--- src/sv/temporal_tv_gradient_update_assert.svh ---
// assertion macros for the temporal tv gradient block
`ifndef TEMPORAL_TV_GRADIENT_UPDATE_ASSERT_SVH
`define TEMPORAL_TV_GRADIENT_UPDATE_ASSERT_SVH

// same-cycle implication
`define TTVG_ASSERT_IMP(lbl, clk, rst_n, ante, cons, msg) \
  lbl: assert property (@(posedge clk) disable iff (!rst_n) (ante) |-> (cons)) \
    else $error(msg);

// next-cycle implication
`define TTVG_ASSERT_NXT(lbl, clk, rst_n, ante, cons, msg) \
  lbl: assert property (@(posedge clk) disable iff (!rst_n) (ante) |=> (cons)) \
    else $error(msg);

`endif

--- src/sv/ttvg_pkg.sv ---
// shared types and constants for the temporal tv gradient block
package ttvg_pkg;

  localparam int DATA_W      = 32;
  localparam int MAG_W       = 32;
  localparam int SQ_W        = 64;
  localparam int RAD_W       = 66;
  localparam int ROOT_W      = 33;
  localparam int TRIAL_W     = RAD_W + 1;
  localparam int SQRT_STAGES = ROOT_W;
  localparam int NUM_W       = 48;
  localparam int DIV_W       = 50;
  localparam int DIV_STAGES  = 17;
  localparam int Q_W         = 18;
  localparam int SIDE_LEN    = SQRT_STAGES + DIV_STAGES;
  localparam int LATENCY     = 3 + SIDE_LEN + 5;

  localparam int CFG_IDX_W = 1;
  localparam logic [CFG_IDX_W-1:0] CFG_BETA    = 1'b0;
  localparam logic [CFG_IDX_W-1:0] CFG_BETA_SQ = 1'b1;
  localparam logic [DATA_W-1:0] CFG_RESET = 32'h0001_0000;

  localparam logic signed [DATA_W-1:0] SAT_MAX = 32'sh7fff_ffff;
  localparam logic signed [DATA_W-1:0] SAT_MIN = 32'sh8000_0000;

  typedef struct packed {
    logic signed [DATA_W-1:0] cur_real;
    logic signed [DATA_W-1:0] cur_imag;
    logic signed [DATA_W-1:0] next_real;
    logic signed [DATA_W-1:0] next_imag;
    logic signed [DATA_W-1:0] prev_real;
    logic signed [DATA_W-1:0] prev_imag;
    logic        [DATA_W-1:0] pixel_weight;
    logic signed [DATA_W-1:0] grad_real_in;
    logic signed [DATA_W-1:0] grad_imag_in;
  } ttvg_in_t;

  typedef struct packed {
    logic signed [DATA_W-1:0] grad_real_out;
    logic signed [DATA_W-1:0] grad_imag_out;
    logic                     clipped;
  } ttvg_out_t;

endpackage

--- src/sv/ttvg_div.sv ---
// pipelined restoring divider for the normalised difference, one quotient bit per stage
module ttvg_div (
  input  logic                              clk,
  input  logic [ttvg_pkg::MAG_W-1:0]        num_mag,
  input  logic                              num_neg,
  input  logic [ttvg_pkg::ROOT_W-1:0]       den,
  output logic signed [ttvg_pkg::Q_W-1:0]   quo
);
  import ttvg_pkg::*;

  logic [NUM_W-1:0]      rem_r [0:DIV_STAGES-1];
  logic [ROOT_W-1:0]     den_r [0:DIV_STAGES-1];
  logic [DIV_STAGES-1:0] quo_r [0:DIV_STAGES-1];
  logic                  neg_r [0:DIV_STAGES-1];

  genvar k;
  for (k = 0; k < DIV_STAGES; k++) begin : g_stage
    localparam int B = DIV_STAGES - 1 - k;
    logic [NUM_W-1:0]      rem_in;
    logic [ROOT_W-1:0]     den_in;
    logic [DIV_STAGES-1:0] quo_in;
    logic                  neg_in;
    logic [DIV_W-1:0]      trial;

    if (k == 0) begin : g_first
      assign rem_in = {num_mag, {(NUM_W-MAG_W){1'b0}}};
      assign den_in = den;
      assign quo_in = '0;
      assign neg_in = num_neg;
    end else begin : g_next
      assign rem_in = rem_r[k-1];
      assign den_in = den_r[k-1];
      assign quo_in = quo_r[k-1];
      assign neg_in = neg_r[k-1];
    end

    assign trial = {{(DIV_W-ROOT_W){1'b0}}, den_in} << B;

    always_ff @(posedge clk) begin
      den_r[k] <= den_in;
      neg_r[k] <= neg_in;
      if ({{(DIV_W-NUM_W){1'b0}}, rem_in} >= trial) begin
        rem_r[k] <= rem_in - trial[NUM_W-1:0];
        quo_r[k] <= quo_in | (DIV_STAGES'(1) << B);
      end else begin
        rem_r[k] <= rem_in;
        quo_r[k] <= quo_in;
      end
    end
  end

  logic [Q_W-1:0] q_mag;
  assign q_mag = {{(Q_W-DIV_STAGES){1'b0}}, quo_r[DIV_STAGES-1]};

  always_comb begin
    if (den_r[DIV_STAGES-1] == '0) begin
      quo = '0;
    end else if (neg_r[DIV_STAGES-1]) begin
      quo = -$signed(q_mag);
    end else begin
      quo = $signed(q_mag);
    end
  end

endmodule
--- config.mk ---
export PLATFORM = sky130hd
export DESIGN_NAME = ttvg_div
export DESIGN_NICKNAME = d
export VERILOG_FILES = /design/src/sv/temporal_tv_gradient_update_assert.svh /design/src/sv/ttvg_pkg.sv /design/src/sv/ttvg_div.sv
export SDC_FILE = /design/constraint.sdc
export NUM_CORES = 2
export LEC_CHECK = 0
export BUFFER_PORTS_ARGS = -buffer_cell sky130_fd_sc_hd__buf_2
export CAP_MARGIN = 25
export CORE_ASPECT_RATIO = 1.4
export CORE_MARGIN = 2
export CORE_UTILIZATION = 65
export DETAILED_ROUTE_END_ITERATION = 12
export PLACE_DENSITY = 0.83
export SYNTH_ARGS = -nofsm -noshare
export SYNTH_HDL_FRONTEND = slang
export SYNTH_SLANG_ARGS = --single-unit
--- constraint.sdc ---
create_clock -name clk -period 9.6 [get_ports clk]
set_clock_uncertainty 0.05 [all_clocks]
set_input_delay 0.96 -clock clk [delete_from_list [all_inputs] [get_ports clk]]
set_output_delay 0.96 -clock clk [all_outputs]
set_load 0.05 [all_outputs]
==> metrics.md <==
| Metric | Value |
|---|---|
| Worst Path Arrival | between 5 and 6 ns |
| Max VDD drop | roughly 190 uV |
| DR WL/cell | between 15 and 20 um |
| # hold bufs at CTS | 0 |
| Die Ht | roughly 380 um |
| Relative slew slack | 0.2594 |
| Hold Path Class | in -> reg |
| Chip width | about 270 um |
| Startpoint Class | flop |
| Outcome | complete, no violations |
| First-pass GRT wire length | around 270000 um |
| DRC violation count after routing | 0 |
| Placed cell count | 8706 |
| RSZ-0062 raised after global routing | no |
| FF+latch count, synth | between 1000 and 1500 |
| Pwr Density | around 360 nW/um^2 |
| Reg2reg start | den_r[1][178] |
| Critical Path Fanout Max | 6 |
| Clock period minus worst slack | around 5.2 ns |
| Hold Fails Final Rpt | 0 |
| Worst Max-Slew Pin Slew | about 1.1 ns |
| Fmax | about 190 MHz |
| Synth Area in Compound Gates | 0.1936 |
| Share of layout cells above drive strength 1 | 0.06266 |
| Fraction of registers with async set/reset | 0 |
| H-tree levels | 4 |
| IO Count | 85 |
| Main combinational cell family by area after synthesis | compound AO/OA/AOI/OAI gates |
| CTS resizes | 0 |
| Worst EP required | 10.21 ns |
| Final Wtd Congestion | 0.9839 |
| Top cells by area, synth | dfxtp_1 (42%), ha_1 (11%), a21oi_1 (5.4%) |
| Mapped Nets | 8120 |
| Via-to-Cell Ratio | approximately 5.9 |
| Die area | 103600 sq um |
| Setup-failing EPs final | 0 |
| Ys flop type | dfxtp_1 |
| Root Buffer | clkbuf_16 |
| Multiplexer share of the synthesized area | 0.01360 |
| Most frequent cells in the layout | dfxtp_1 (1363), a21oi_1 (701), inv_1 (696), nand2_1 (582), ha_1 (560) |
| Drt initial violations | 2338 |
| GRT Util Overall | 0.3247 |
| Clk Latency, worst-skew pair | 0.78 ns |
| Std cell rows | ~140 |
| TritonCTS Sinks | about 1400 |
| Nets | 8156 |
| Fin cells | 8968 |
| Post-synth cell types | between 80 and 90 |
| FF-to-FF setup slack | 4.39 ns |
| TritonCTS clock tree | built |
| Vias in the first global route | ~55000 |
| Synthesized area | between 60000 and 70000 sq um |
| Post-DP HPWL | between 100000 and 150000 um |
| Total global routing overflow | 0 |
| Largest net degree at the start of global routing | between 60 and 70 |
| Vias | around 53000 |
| Clock Path Buffers | 3 |
| Ys Warns | 0 |
| Worst Setup SP | den_r[1][178] |
| Area share of fa/ha/maj cells after synthesis | 0.1116 |
| Max Slew Vio Count | 0 |
| Crit end category | flop |
| Pleak | 32.83 nW |
| Max Cap Viol | 0 |
| Post-CTS setup buffers | 0 |
| Final ANT Viol Nets | 0 |
| Cells after Synth | 7477 |
| Number of antenna violations at the first check in global routing | 10 |
| CTS Buf Count | around 130 |
| Commonest non-fill, non-tap cell in the layout | dfxtp_1 |
| Clock-pin transition on the worst setup and hold timing paths | 0.06 ns |
| Worst setup path endpoint | rem_r[14][41] |
| Seq/Total Area, Yosys | 0.4155 |
| Growth of design area from synthesis to finish | 9.561% |
| Initial Util | 0.6523 |
| Core area | around 100000 sq um |
| Post-synth EDFFs | 0 |
| Post-synthesis simple-gate area fraction | 0.1381 |
| Setup TNS | 0 ns |
| Final period utilization | 0.5426 |
| Crit Path Class | reg -> reg |
| Area leader, netlist | dfxtp_1 |
| Post-Route WL | around 170000 um |
| Top cell type's share of synthesized area | 0.4155 |
| Initial DRT Pass Iterations | 6 |
| Mean area per synthesized cell | approximately 9 sq um |
| Synth Area in XOR/XNOR | 0.07509 |
| R2r endpoint | rem_r[14][41] |
| Hold Slack | between 0.2 and 0.3 ns |
| Worst Reg2Reg Path Length in Cells | 12 |
| Number of port buffers | 84 |
per-layer routing:
layer,track usage,vias up,routed length [um]
met4,0.3223,2,19210
li1,-,26070,-
met2,0.6736,1387,97010
met1,0.2370,24810,51050
met3,0.03818,718,4749
met5,0,-,20
Yosys cell counts (all sizes together) (74+ instances only):
library cell / number
dfxtp: 1363
a21oi: 702
inv: 697
nand2: 582
ha: 560
nor2: 549
o21ai: 503
xnor2: 320
a21o: 270
xor2: 243
clkbuf: 192
nand3: 137
nand4: 113
nor3: 105
nor2b: 81
o21bai: 81
o21a: 77
nand2b: 75
mux2: 74
flip-flops by register name, summed over array words and instances, names as in the netlist:
name	flops
rem_r	632
neg_r	17
den_r	561
quo_r	153
cells by family (layout without fill, tap and decap cells):
logic type,Yosys count,after routing
AO/OA/AOI/OAI,2055,2055
AND/OR/NAND/NOR,1926,1926
flip-flops,1363,1363
buffers and inverters,914,1050
adder cells (fa/ha/maj),576,576
XOR/XNOR,563,563
multiplexers,80,80
other,0,25
cell type report:
cell class	instances	area, sq um
Sequential cell	1363	27290
Timing Repair Buffer	116	675.6
Fill cell	7626	28720
Inverter	698	2620
Multi-Input combinational cell	5200	35040
Clock buffer	181	3822
Tap cell	1330	1664
Clock inverter	55	774.5
Antenna cell	25	62.56
through the flow:
| step | area (sq um) | util | power (mW) | setup slack, ns |
|---|---|---|---|---|
| 6_report | 71950 | 0.7147 | 26.15 | 4.391 |
| 5_1_grt | 71940 | 0.7147 | 27.85 | 4.466 |
| 4_1_cts | 71880 | 0.7140 | 26.03 | 4.605 |
| 3_5_place_dp | 67280 | 0.6684 | 20.50 | 4.625 |
| 3_3_place_gp | 67250 | 0.6680 | 20.18 | 4.716 |
| 2_1_floorplan | 65670 | - | 17.52 | 6.217 |
worst min path at each step:
| stage | to | slack [ns] | cells after the start | from |
|---|---|---|---|---|
| floorplan | neg_r[0][10] | 0.26 | 0 | neg_r[0][9] |
| global placement | quo_r[14][9] | 0.26 | 0 | quo_r[13][9] |
| detailed placement | quo_r[13][8] | 0.26 | 0 | quo_r[12][8] |
| CTS | neg_r[0][0] | 0.21 | 1 | num_neg |
| global route | neg_r[0][0] | 0.23 | 1 | num_neg |
| finish | neg_r[0][0] | 0.26 | 1 | num_neg |
worst max-delay path, stage by stage (launching register included):
cell       delay, ns
dfxtp_1         0.33
inv_1           0.04
ha_1            0.46
nand3_1         0.33
or4_1           0.73
nor4_1          0.89
nand4_1         0.49
nand4_1         0.39
nor2b_1         0.17
a21oi_1         0.08
a2111oi_0       0.74
o211ai_1        0.18
a21o_1          0.22
report_power, final:
group | switching (mW) | internal, mW
clock | 2.25 | 3.18
sequential | 1.01 | 7.39
combinational | 7.16 | 5.16
total | 10.4 | 15.7
Power figures use the tool's default switching activity.
